File: src/rtl/core/cpt_pkg.sv
// ----------------------------------------------------------------------------
// cpt_pkg
// shared codes and types of the circuit path tracker
// ----------------------------------------------------------------------------
`default_nettype none

package cpt_pkg;

  localparam int unsigned DEF_MAX_NODES = 64;
  localparam int unsigned DEF_TAG_BITS  = 16;
  localparam int unsigned CFG_W         = 7;

  // request kinds
  localparam logic [1:0] KIND_ASSIGN = 2'd0;
  localparam logic [1:0] KIND_REWIND = 2'd1;
  localparam logic [1:0] KIND_CLEAR  = 2'd2;

  // result status codes
  localparam logic [2:0] ST_OK      = 3'd0;
  localparam logic [2:0] ST_RANGE   = 3'd1;
  localparam logic [2:0] ST_TAKEN   = 3'd2;
  localparam logic [2:0] ST_SUBCIRC = 3'd3;
  localparam logic [2:0] ST_PIGEON  = 3'd4;
  localparam logic [2:0] ST_NOVALUE = 3'd5;

  // configuration register indexes
  localparam logic [0:0] REG_NODE_COUNT   = 1'b0;
  localparam logic [0:0] REG_VALUE_OFFSET = 1'b1;

  typedef enum logic [3:0] {
    OP_NONE,
    OP_LOAD,
    OP_CLR,
    OP_A_CHK,
    OP_A_RD,
    OP_A_WR1,
    OP_A_WR2,
    OP_R_WR1,
    OP_R_WR2,
    OP_EMIT
  } dp_op_e;

  typedef struct packed {
    logic range_bad;
    logic taken_bad;
    logic subcircuit;
    logic undo_empty;
    logic undo_stop;
    logic clr_last;
  } dp_stat_t;

endpackage

`default_nettype wire

File: src/rtl/core/cpt_ctrl.sv
// ----------------------------------------------------------------------------
// cpt_ctrl
// sequencer for assign, rewind and clear requests and the clearing pass
// ----------------------------------------------------------------------------
`default_nettype none

module cpt_ctrl (
  input  wire logic              clk_i,
  input  wire logic              rst_ni,
  input  wire logic              start,
  input  wire logic [1:0]        kind_i,
  input  wire logic              cfg_clear_i,
  input  wire cpt_pkg::dp_stat_t stat_i,
  output cpt_pkg::dp_op_e        op_o,
  output logic                   busy
);
  import cpt_pkg::*;

  typedef enum logic [3:0] {
    S_IDLE, S_CLR, S_A1, S_A2, S_A3, S_A4, S_A5, S_R1, S_R2, S_R3, S_EMIT
  } state_e;

  state_e state_q;
  logic   clr_emit_q;

  always_comb begin
    unique case (state_q)
      S_IDLE:  op_o = start ? OP_LOAD : OP_NONE;
      S_CLR:   op_o = cfg_clear_i ? OP_NONE : OP_CLR;  // restart sweep on rewrite
      S_A1:    op_o = OP_A_CHK;
      S_A2:    op_o = OP_A_RD;
      S_A3:    op_o = OP_A_WR1;
      S_A4:    op_o = OP_A_WR2;
      S_R2:    op_o = stat_i.undo_stop ? OP_NONE : OP_R_WR1;
      S_R3:    op_o = OP_R_WR2;
      S_EMIT:  op_o = OP_EMIT;
      default: op_o = OP_NONE;
    endcase
  end

  always_ff @(posedge clk_i or negedge rst_ni) begin
    if (!rst_ni) begin
      state_q    <= S_CLR;
      busy       <= 1'b1;
      clr_emit_q <= 1'b0;
    end else begin
      unique case (state_q)
        S_IDLE: begin
          if (start) begin
            busy <= 1'b1;
            priority if (kind_i == KIND_ASSIGN) begin
              state_q <= S_A1;
            end else if (kind_i == KIND_REWIND) begin
              state_q <= S_R1;
            end else if (kind_i == KIND_CLEAR) begin
              state_q    <= S_CLR;
              clr_emit_q <= 1'b1;
            end else begin
              state_q <= S_EMIT;
            end
          end else if (cfg_clear_i) begin
            busy       <= 1'b1;
            state_q    <= S_CLR;
            clr_emit_q <= 1'b0;
          end
        end
        S_CLR: begin
          if (!cfg_clear_i && stat_i.clr_last) begin
            state_q <= clr_emit_q ? S_EMIT : S_IDLE;
            busy    <= clr_emit_q;
          end
        end
        S_A1: state_q <= stat_i.range_bad ? S_EMIT : S_A2;
        S_A2: state_q <= stat_i.taken_bad ? S_EMIT : S_A3;
        S_A3: state_q <= stat_i.subcircuit ? S_EMIT : S_A4;
        S_A4: state_q <= S_A5;
        S_A5: state_q <= S_EMIT;
        S_R1: state_q <= stat_i.undo_empty ? S_EMIT : S_R2;
        S_R2: state_q <= stat_i.undo_stop ? S_EMIT : S_R3;
        S_R3: state_q <= S_R1;
        S_EMIT: begin
          state_q <= S_IDLE;
          busy    <= 1'b0;
        end
        default: begin
          state_q <= S_IDLE;
          busy    <= 1'b0;
        end
      endcase
    end
  end

endmodule

`default_nettype wire

File: config.mk
export PLATFORM = sky130hd
export DESIGN_NAME = cpt_ctrl
export DESIGN_NICKNAME = d
export VERILOG_FILES = /design/src/rtl/core/cpt_pkg.sv /design/src/rtl/core/cpt_ctrl.sv
export SDC_FILE = /design/constraint.sdc
export NUM_CORES = 1
export LEC_CHECK = 0
export BUFFER_PORTS_ARGS = -buffer_cell sky130_fd_sc_hd__clkbuf_2
export CAP_MARGIN = 15
export CORE_MARGIN = 2
export CORE_UTILIZATION = 33
export DETAILED_ROUTE_END_ITERATION = 10
export GPL_ROUTABILITY_DRIVEN = 0
export PLACE_DENSITY = 0.65
export SYNTH_ARGS = -nofsm -noshare
export SYNTH_HDL_FRONTEND = slang
export SYNTH_SLANG_ARGS = --single-unit
File: constraint.sdc
create_clock -name clk_i -period 2.8 [get_ports clk_i]
set_clock_uncertainty 0.15 [all_clocks]
set_input_delay 0.28 -clock clk_i [delete_from_list [all_inputs] [get_ports clk_i]]
set_output_delay 0.28 -clock clk_i [all_outputs]
set_load 0.01 [all_outputs]
# ---- Word-level counts from Yosys, hierarchy flattened
# Index checks and enable logic that the tools add are counted.
dict set report classes {
  addsub 0
  mul 0
  div 0
  n_lt_le_gt_ge 0
  eq_ne 17
  shift 0
  n_mux 26
  n_bitwise 1
  n_reduce_logical 9
}
# cell n
set ops {}
lappend ops {{two-way mux 4 bit} 10}
lappend ops {{case mux 4 bit (10 select lines)} 1}
lappend ops {{case mux 4 bit (9 select lines)} 1}
lappend ops {{equality test 4 x 3 -> 1 bit, second input constant} 4}
lappend ops {{equality test 4 bit, second input constant} 3}
lappend ops {{two-way mux 1 bit} 9}
lappend ops {{equality test 4 x 2 -> 1 bit, second input constant} 2}
lappend ops {{OR reduction 8 bit} 1}
lappend ops {{two-way mux 2 bit} 3}
lappend ops {{!= test 2 bit, second input constant} 3}
lappend ops {{AND reduction 5 bit} 1}
lappend ops {{equality test 4 x 1 -> 1 bit, second input constant} 1}
lappend ops {{zero test 4 bit} 1}
lappend ops {{two-way mux 3 bit} 1}
lappend ops {{!= test 3 bit, second input constant} 1}
lappend ops {{case mux 1 bit (3 select lines)} 1}
lappend ops {{AND reduction 3 bit} 1}
lappend ops {{equality test 2 x 1 -> 1 bit, second input constant} 1}
lappend ops {{equality test 2 bit, second input constant} 1}
lappend ops {{zero test 2 bit} 1}
lappend ops {{!= test 2 x 1 -> 1 bit, second input constant} 1}
lappend ops {{AND reduction 2 bit} 1}
lappend ops {{nonzero test 2 bit} 1}
lappend ops {{logical AND 1 bit} 1}
lappend ops {{other kinds (2)} 2}
dict set report totals {
  ff_bits 6
  latch_bits 0
  mem_bits_rw 0
  mem_bits_ro 0
  input_bits 12
  out_inout_bits 5
  mem_count 0
}

# ---- Longest topological paths before layout
# Gate-level depths: netlist of the first run.
dict set report logic_depth {
  ltp_word 6
  depth_mapped 6
  mapped_depth_nobuf 5
}

# ---- Worst setup path before layout of the first run
# No wires, ideal clock.
dict set report synth_path {
  path_kind {reg-to-output}
  startpoint {register state_q[0]}
  endpoint {output port op_o[2]}
  arrival_time_ps 1340
  t_required_ps 2370
  path_slack_ps 1030
  path_stages_with_launch 5
  path_buffers 2
  path_cell_list {dfstp_2 buf_6 clkbuf_1 nand2_1 o32ai_1}
}
dict set report synth_via {
  elab_chain_len 2
  elab_cells_between_ends 10
  classes_between {8 x eq/ne; 1 x mux; 1 x reduce/logical}
}
# item line
set synth_lines {}
lappend synth_lines {{start, declared} cpt_ctrl.sv:23} ;# state_e state_q;
lappend synth_lines {{start signal, assigned} cpt_ctrl.sv:69} ;# state_q <= clr_emit_q ? S_EMIT : S_IDLE;
lappend synth_lines {{start signal, assigned} cpt_ctrl.sv:73} ;# S_A1: state_q <= stat_i.range_bad ? S_EMIT : S_A2;
lappend synth_lines {{start signal, assigned} cpt_ctrl.sv:74} ;# S_A2: state_q <= stat_i.taken_bad ? S_EMIT : S_A3;
lappend synth_lines {{equality test 4 bit (tied with other cells)} cpt_ctrl.sv:27} ;# unique case (state_q)
lappend synth_lines {{case mux 4 bit (9 select lines) *} cpt_ctrl.sv:27}
lappend synth_lines {{end, declared} cpt_ctrl.sv:14} ;# output cpt_pkg::dp_op_e op_o,
# Every way passes the cells marked *; elsewhere a longest branch is shown, timed or not.

# ---- Worst setup path after layout of the first run
dict set report layout_path {
  startpoint {register state_q[2]}
  endpoint {output port op_o[1]}
}
# The elaborated chain is that of the path after synthesis.

==> results.json, run 1 <==
{
  "status": "completed",
  "hold_buffers": 1,
  "min_period_ps": 2250,
  "path_clk_slew_ps": 50,
  "crit_arrival_ps": 1820,
  "diodes": 0,
  "synth_cells": 87,
  "grt_overflow": 0,
  "coreArea_um2": 2000,
  "grt_busiest_layer": "met2",
  "syn_avg_cell_area_um2": 8.26,
  "relSlewSlack_pct": 52.3,
  "grt_pass1_vias": 622,
  "post_cts_resized": 0,
  "layout-drive-gt1-share_pct": 27.3,
  "clk_latency_ps": 250,
  "cts_setup_buffers": 0,
  "filler_cell_count": 222,
  "vias": 670,
  "via_per_inst": 5.32,
  "period_share_pct": 80.2,
  "powerDensity_nw_per_um2": 953,
  "yosys.area.top_type_share_pct": 13.9,
  "syn_to_final_growth_pct": 12.2,
  "crit_required_ps": 2370,
  "grt_use_met2_pct": 21.7,
  "fmax_mhz": 445,
  "drv_cap": 0,
  "ys_types": 40,
  "drt_iter0_markers": 8,
  "grt_pass1_wl_um": 2660,
  "seq_area_frac_synth_pct": 21.3,
  "syn_area_um2": 718,
  "drcViolationCount": 0,
  "async_flop_share_pct": 100,
  "grt_max_degree": 22,
  "htree_levels": 1,
  "synth_nets": 103,
  "die_area_um2": 2570,
  "ys_top_cells_by_area": "dfrtp_1 14%, dfstp_2 7.3%, ha_1 7.0%, a31oi_1 5.2%, a21oi_1 4.9%",
  "hold_viol_final": 0,
  "first_pass_iters": 4,
  "critPathMaxFanout": 21,
  "crit_path_end_kind": "primary output",
  "routed_wl_um": 1550,
  "rsz0062_at_grt": "false",
  "grt_usage_pct": 13.3,
  "antenna_found_initial": 0,
  "cts_tree": "built",
  "ys_ff_latch": 6,
  "rows": 16,
  "utilization_pct": 40.3,
  "grtUsageMet3_pct": 0.893,
  "ys.flop_type": "dfrtp_1",
  "io_buffers": 16,
  "dp_hpwl_um": 1130,
  "cts_inserted_buffers": 3,
  "ant_nets": 0,
  "die_h_um": 50.7,
  "wl_per_cell_um": 12.3,
  "nets": 117,
  "pin_count": 17,
  "hold_class": "in2reg",
  "use_met1_pct": 17.5,
  "hold-worst-slack_ps": 211,
  "synth_largest_area_cell": "dfrtp_1",
  "ys_warn_count": 0,
  "cts.sinks": 6,
  "power.leakage_nw": 0.349,
  "vdd_drop_max_uv": 291,
  "cts_root_buf": "clkbuf_4",
  "slew_violations": 0,
  "synth_edf_count": 0,
  "worstMarginPinSlew_ps": 715,
  "cts.path.max_buffers": 2,
  "setup_viol": 0,
  "start_kind": "register",
  "initial_core_util_pct": 35.9,
  "critical_path_class": "reg2out",
  "setup-tns-final_ps": 0,
  "die_w_um": 50.7
}
[stage by stage]
stage | setup slack, ps | power, mW | cells | cell area (um^2)
CTS | 552 | 0.774 | 126 | 806
global route | 363 | 0.842 | 126 | 806
floorplan | 1030 | 0.621 | 87 | 718
finish | 554 | 0.768 | 126 | 806
detailed placement | 830 | 0.685 | 122 | 773
global placement | 894 | 0.680 | 122 | 773
[Yosys cell counts, types with 2 or more instances]
cell,n
a31oi_1,6
nor3b_1,3
o21ai_1,2
nand2b_1,2
ha_1,4
dfrtp_1,4
buf_4,3
nor2_1,8
nand2_1,5
dfstp_2,2
nor3_1,2
a21oi_2,2
o21ai_0,2
buf_6,2
buf_2,2
inv_1,8
a21oi_1,7
[critical path, stage by stage (launching register included)]
cell and delay [ps]:
dfrtp_1 750, nand2b_1 230, nor3_1 80, a311oi_1 270
a21oi_1 70, clkbuf_2 160
[kinds of logic (layout without fill, tap and decap cells)]
| logic type | Yosys count | after routing | synth area share, % |
|---|---|---|---|
| xor+xnor | 1 | 1 | 1.22 |
| fa+ha+maj | 4 | 4 | 6.97 |
| compound gates | 31 | 31 | 29.8 |
| buf+inv | 16 | 28 | 12.4 |
| flops | 6 | 6 | 21.3 |
| simple gates | 29 | 29 | 28.4 |
[final cells by class]
type	count	area [um^2]	share of cell area (%)
timing repair buffer	17	90.1	11.2
clock buffer	3	22.5	2.80
sequential	6	153	18.9
multi-input combinational	65	477	59.2
inverter	8	30.0	3.73
tap	27	33.8	4.19
[flip-flops by register name, indices dropped and copies added, names as in the netlist]
register,cells
busy,1
clr_emit_q,1
state_q,4
[final timing paths]
path                             from         end  slack [ps]  cells past startpoint
min in group asynchronous      rst_ni  state_q[2]         250                      2
setup / recovery           state_q[2]     op_o[1]         550                      5
max in group asynchronous      rst_ni        busy        2010                      2
hold reg to reg                  busy        busy         310                      2
hold / removal                  start  clr_emit_q         210                      3
setup reg to reg           state_q[2]  state_q[2]         940                      3
[per-layer routing]
layer	up-vias	part of all wire, %
met4	0	1.1
met5	-	0
met3	2	3.2
li1	342	-
met2	14	50
met1	312	45
[placed cells by master (no fill, tap or decap)]
cell	instances
a2111oi_0	1
a211o_1	1
a21boi_1	1
a21oi_1	7
a21oi_2	2
a221o_1	1
a2bb2oi_1	1
a311o_1	1
a311oi_1	1
a31oi_1	6
and4b_1	1
clkbuf_2	16
clkbuf_4	3
dfrtp_1	4
dfstp_2	2
dlygate4sd3_1	1
ha_1	4
inv_1	8
nand2_1	5
nand2b_1	2
nand2b_4	1
nand3b_1	1
nor2_1	8
nor2b_1	1
nor3_1	2
nor3b_1	3
nor4_4	1
nor4b_4	1
o211ai_1	1
o21a_1	1
o21ai_0	2
o21ai_1	2
o31ai_1	1
o32a_1	1
o32ai_1	1
or3_1	1
or4_1	1
or4b_4	1
xnor2_1	1
[report_power, final]
group / switching (mW) / total [mW] / internal (mW)
Sequential: 0.138 / 0.270 / 0.132
Combinational: 0.193 / 0.414 / 0.221
Clock: 0.0348 / 0.0835 / 0.0487
(Power assumes the default switching activity.)
==> run 2: changes to the inputs <==
Clock period 2.8 ns to 2.1 ns, I/O delays scaled along.
==> results.json, run 2 (synthesis gave the netlist of run 1 again) <==
{
  "clk_latency_ps": 250,
  "crit_buf_inv": 1,
  "cts_root_buf": "clkbuf_4",
  "ant_nets": 0,
  "die_h_um": 50.7,
  "grt_max_degree": 20,
  "die_w_um": 50.7,
  "diodes": 0,
  "fmax_mhz": 516,
  "crit_family": "flip-flops",
  "setup_viol": 0,
  "worstMarginPinSlew_ps": 461,
  "largest_reg_flops": 4,
  "cts.sinks": 6,
  "grt_overflow": 0,
  "vias": 704,
  "first_pass_iters": 5,
  "worstReg2RegEnd": "state_q[2]",
  "drt_iter0_markers": 15,
  "hold_class": "in2async",
  "initial_core_util_pct": 35.9,
  "drv_cap": 0,
  "antenna_found_initial": 0,
  "syn_to_final_growth_pct": 17.2,
  "rows": 16,
  "cts_inserted_buffers": 3,
  "io_buffers": 16,
  "via_per_inst": 5.37,
  "cts_tree": "built",
  "worst_slack_ps": 163,
  "critPathMaxFanout": 17,
  "r2r-start": "state_q[3]",
  "hold_viol_final": 0,
  "ff2ff_setup_slack_ps": 340,
  "cp_slowest_cell": "dfrtp_2",
  "crit_arrival_ps": 1580,
  "min_period_ps": 1940,
  "layout-drive-gt1-share_pct": 31.7,
  "dp_hpwl_um": 1190,
  "power.leakage_nw": 0.368,
  "crit_required_ps": 1740,
  "rsz0062_at_grt": "false",
  "powerDensity_nw_per_um2": 1290,
  "top_regs": "state_q: 4 flops, busy: 1 flops, clr_emit_q: 1 flops",
  "layout_common_cells": "16 x clkbuf_2, 8 x inv_1, 8 x nor2_1",
  "max_stage_delay_ps": 510,
  "grt_usage_pct": 13.1,
  "vdd_drop_max_uv": 477,
  "pre_cts_ws_ps": 316,
  "cts_setup_buffers": 0,
  "wl_per_cell_um": 12.3,
  "pin_count": 17,
  "reg2reg_depth": 4,
  "setup-tns-final_ps": 0,
  "grt_pass1_vias": 610,
  "nets": 121,
  "htree_levels": 1,
  "relSlewSlack_pct": 68.5,
  "largest_register": "state_q",
  "slew_violations": 0,
  "start_kind": "register",
  "drcViolationCount": 0,
  "mostFrequentLayoutCell": "clkbuf_2",
  "grt_pass1_wl_um": 2640,
  "status": "completed",
  "routed_wl_um": 1610,
  "crit_path_end_kind": "primary output",
  "period_share_pct": 92.2,
  "worstPathCellList": "nand2b_1 -> nor3_1 -> a311oi_1 -> a21oi_1 -> clkbuf_2",
  "coreArea_um2": 2000,
  "cts.path.max_buffers": 2,
  "critical_path_class": "reg2out",
  "die_area_um2": 2570,
  "path_clk_slew_ps": 60
}
==> run 2: cell types whose count changed in the layout (fill, tap and decap cells not counted), sizes merged <==
| cell | before | now |
|---|---|---|
| buf | 0 | 4 |
| clkbuf | 19 | 20 |
==> run 2: how the worst max path moves through the flow <==
| stage | start | to | cells after the start |
|---|---|---|---|
| after global routing | state_q[2] | op_o[1] | 5 |
| after detailed placement | state_q[1] | state_q[0] | 3 |
| final | state_q[2] | op_o[1] | 5 |
| after global placement | state_q[3] | busy | 4 |
| after CTS | state_q[2] | op_o[2] | 5 |
| after floorplan | state_q[0] | op_o[2] | 4 |
==> run 2: area by class of cell <==
class / instances / area, um^2
Inverter: 8 / 30.0
Tap cell: 27 / 33.8
Fill cell: 196 / 1160
Multi-Input combinational cell: 65 / 477
Timing Repair Buffer: 21 / 120
Sequential cell: 6 / 155
Clock buffer: 4 / 26.3
==> run 2: power breakdown <==
part | internal [mW] | total, mW | switching (mW)
combinational | 0.328 | 0.637 | 0.309
clock | 0.0724 | 0.122 | 0.0491
sequential | 0.181 | 0.329 | 0.148
==> run 2: metal layers <==
| layer | share of wire, % | wire length [um] | track usage [%] |
|---|---|---|---|
| met1 | 47 | 751 | 17.4 |
| met2 | 49 | 784 | 21.9 |
| met3 | 4.4 | 71 | 2.68 |
| met4 | 0 | 0 | 2.70 |
| met5 | 0 | 0 | 0 |
==> run 2: through the flow <==
stage | cell area [um^2] | power (mW) | utilization, % | hold WS [ps] | std cells
after floorplan | 718 | 0.828 | - | -236 | 87
after detailed placement | 803 | 0.961 | 40.1 | -108 | 126
after CTS | 840 | 1.09 | 41.9 | 162 | 131
final | 842 | 1.09 | 42.1 | 164 | 131
after global routing | 842 | 1.19 | 42.1 | 166 | 131
after global placement | 803 | 0.949 | 40.1 | -108 | 126
==> run 2: what timing repair did <==
action	CTS	global route
setup endpoints to repair	0	3
hold buffers	1	0
gates resized for setup	0	2
hold endpoints to repair	6	0
==> run 3: changes to the inputs <==
Settings changed: ABC_AREA set to 1, PLACE_DENSITY 0.65 to 0.66.
==> results.json, run 3 <==
{
  "dp_hpwl_um": 1410,
  "largest_register": "state_q",
  "mostFrequentLayoutCell": "nand2_1",
  "start_kind": "register",
  "initial_core_util_pct": 34.8,
  "grt_max_degree": 9,
  "vdd_drop_max_uv": 548,
  "worstPathCellList": "inv_2 -> nor2_4 -> nand2_1 -> o2111ai_1 -> clkbuf_2",
  "crit_required_ps": 1740,
  "r2r-start": "state_q[3]",
  "cts_setup_buffers": 0,
  "fmax_mhz": 532,
  "critPathMaxFanout": 6,
  "finalPower_mw": 1.06,
  "hold_buffers": 1,
  "synth_nets": 124,
  "synth_common_cells": "29 x nand2_1, 16 x nand3_1, 15 x inv_1, 14 x nor2_1",
  "ys_warn_count": 0,
  "grt_pass1_wl_um": 2910,
  "crit_arrival_ps": 1520,
  "grt_pass1_vias": 719,
  "worstMarginPinSlew_ps": 293,
  "finalInstanceArea_um2": 825,
  "synth_largest_area_cell": "nand2_1",
  "pin_count": 17,
  "grt_overflow": 0,
  "hold_class": "in2reg",
  "coreArea_um2": 1960,
  "async_flop_share_pct": 100,
  "yosys.area.top_type_share_pct": 16.0,
  "largest_reg_flops": 4,
  "hold-worst-slack_ps": 149,
  "min_period_ps": 1880,
  "drv_cap": 0,
  "crit_buf_inv": 2,
  "crit_path_end_kind": "primary output",
  "crit_start": "state_q[0]",
  "first_pass_iters": 4,
  "max_stage_delay_ps": 600,
  "status": "completed",
  "rows": 16,
  "nets": 146,
  "grt_usage_pct": 15.6,
  "routed_wl_um": 1700,
  "cp_slowest_cell": "dfstp_2",
  "cp-endpoint": "op_o[1]",
  "via_per_inst": 4.85,
  "top_regs": "state_q: 4 flops, busy: 1 flops, clr_emit_q: 1 flops",
  "dpl_cell_area_um2": 792,
  "setup-tns-final_ps": 0,
  "io_buffers": 16,
  "critical_path_class": "reg2out",
  "vias": 751,
  "die_area_um2": 2450,
  "die_w_um": 49.5,
  "syn_to_final_growth_pct": 20.9,
  "layout-drive-gt1-share_pct": 27.3,
  "rsz0062_at_grt": "false",
  "ant_nets": 0,
  "utilization_pct": 42.0,
  "setup_viol": 0,
  "path_clk_slew_ps": 40,
  "diodes": 0,
  "crit_family": "flip-flops",
  "powerDensity_nw_per_um2": 1290,
  "period_share_pct": 89.6,
  "ys_types": 20,
  "ys_ff_latch": 6,
  "die_h_um": 49.5,
  "slew_violations": 0,
  "cts_inserted_buffers": 3,
  "relSlewSlack_pct": 80.4,
  "ys_top_cells_by_area": "nand2_1 16%, dfrtp_1 15%, nand3_1 12%, inv_1 8.3%, dfstp_2 7.7%",
  "synth_cells": 108,
  "drcViolationCount": 0,
  "syn_area_um2": 682,
  "cts.path.max_buffers": 2,
  "hold_viol_final": 0,
  "power.leakage_nw": 0.476,
  "synth_edf_count": 0,
  "cts_root_buf": "clkbuf_4",
  "cts_tree": "built",
  "worst-path-stages": 5,
  "seq_area_frac_synth_pct": 22.4,
  "syn_avg_cell_area_um2": 6.31,
  "yosysMostFrequentCell": "nand2_1",
  "clk_latency_ps": 240,
  "wl_per_cell_um": 10.9,
  "ff2ff_setup_slack_ps": 540,
  "worstReg2RegEnd": "busy",
  "reg2reg_depth": 9,
  "layout_common_cells": "29 x nand2_1, 16 x nand3_1, 16 x clkbuf_2",
  "antenna_found_initial": 0,
  "post_cts_resized": 0,
  "cts.sinks": 6,
  "htree_levels": 1,
  "drt_iter0_markers": 21,
  "ys.flop_type": "dfrtp_1"
}
==> run 3: changes by cell type in the layout (fill, tap and decap cells not counted), sizes merged, moves of 2 or more <==
cell / delta
a21oi: -6
a31oi: -6
buf: -3
inv: +10
nand2: +26
nand2b: -3
nand3: +17
nor2: +12
nor3: -2
nor3b: -3
o2111ai: +2
==> run 3: cells by family after synthesis <==
kind of cell             after synthesis  synth area share, %
AO/OA/AOI/OAI                         10                 9.91
buffers and inverters                 19                 11.6
adder cells (fa/ha/maj)                4                 7.34
flip-flops                             6                 22.4
AND/OR/NAND/NOR                       69                 48.8
==> run 3: worst register-to-register path, stage by stage (launching register included) <==
cell	delay [ps]
dfrtp_1	430
nor2_2	230
buf_4	200
nand2_4	80
inv_2	60
nand2_1	70
nand2_2	100
inv_1	50
nand3_1	70
nand2_1	50
==> run 3: how the worst min path moves through the flow <==
stage | start | end | depth (start not counted)
final | stat_i[4] | state_q[2] | 4
after global routing | stat_i[4] | state_q[2] | 4
after global placement | rst_ni | state_q[1] | 1
after CTS | stat_i[4] | state_q[2] | 4
after floorplan | rst_ni | clr_emit_q | 0
after detailed placement | rst_ni | state_q[1] | 1
==> run 3: cell type report <==
cell class	instances	area, um^2
inverters	18	67.6
flip-flops and latches	6	153
clock buffers	3	22.5
multi-input cells	83	450
well taps	27	33.8
fillers	215	1140
repair buffers	18	97.6
==> run 3: metal layers <==
layer  wire, um  GRT usage, %  vias to the layer above
met5          0             0                        -
li1           -             -                      386
met1        725          18.7                      328
met3         99          5.45                        6
met2        813          24.3                       31
met4         57          8.80                        0
==> run 3: metrics by stage <==
step	setup WS, ps	std cells
after floorplan	618	108
after global placement	457	151
after detailed placement	479	151
after CTS	213	155
after global routing	87.8	155
final	219	155
==> run 3: report_power, final <==
part           switching (mW)  total [mW]  internal [mW]
combinational           0.449       0.706          0.256
sequential             0.0734       0.255          0.182
clock                  0.0381       0.102         0.0644
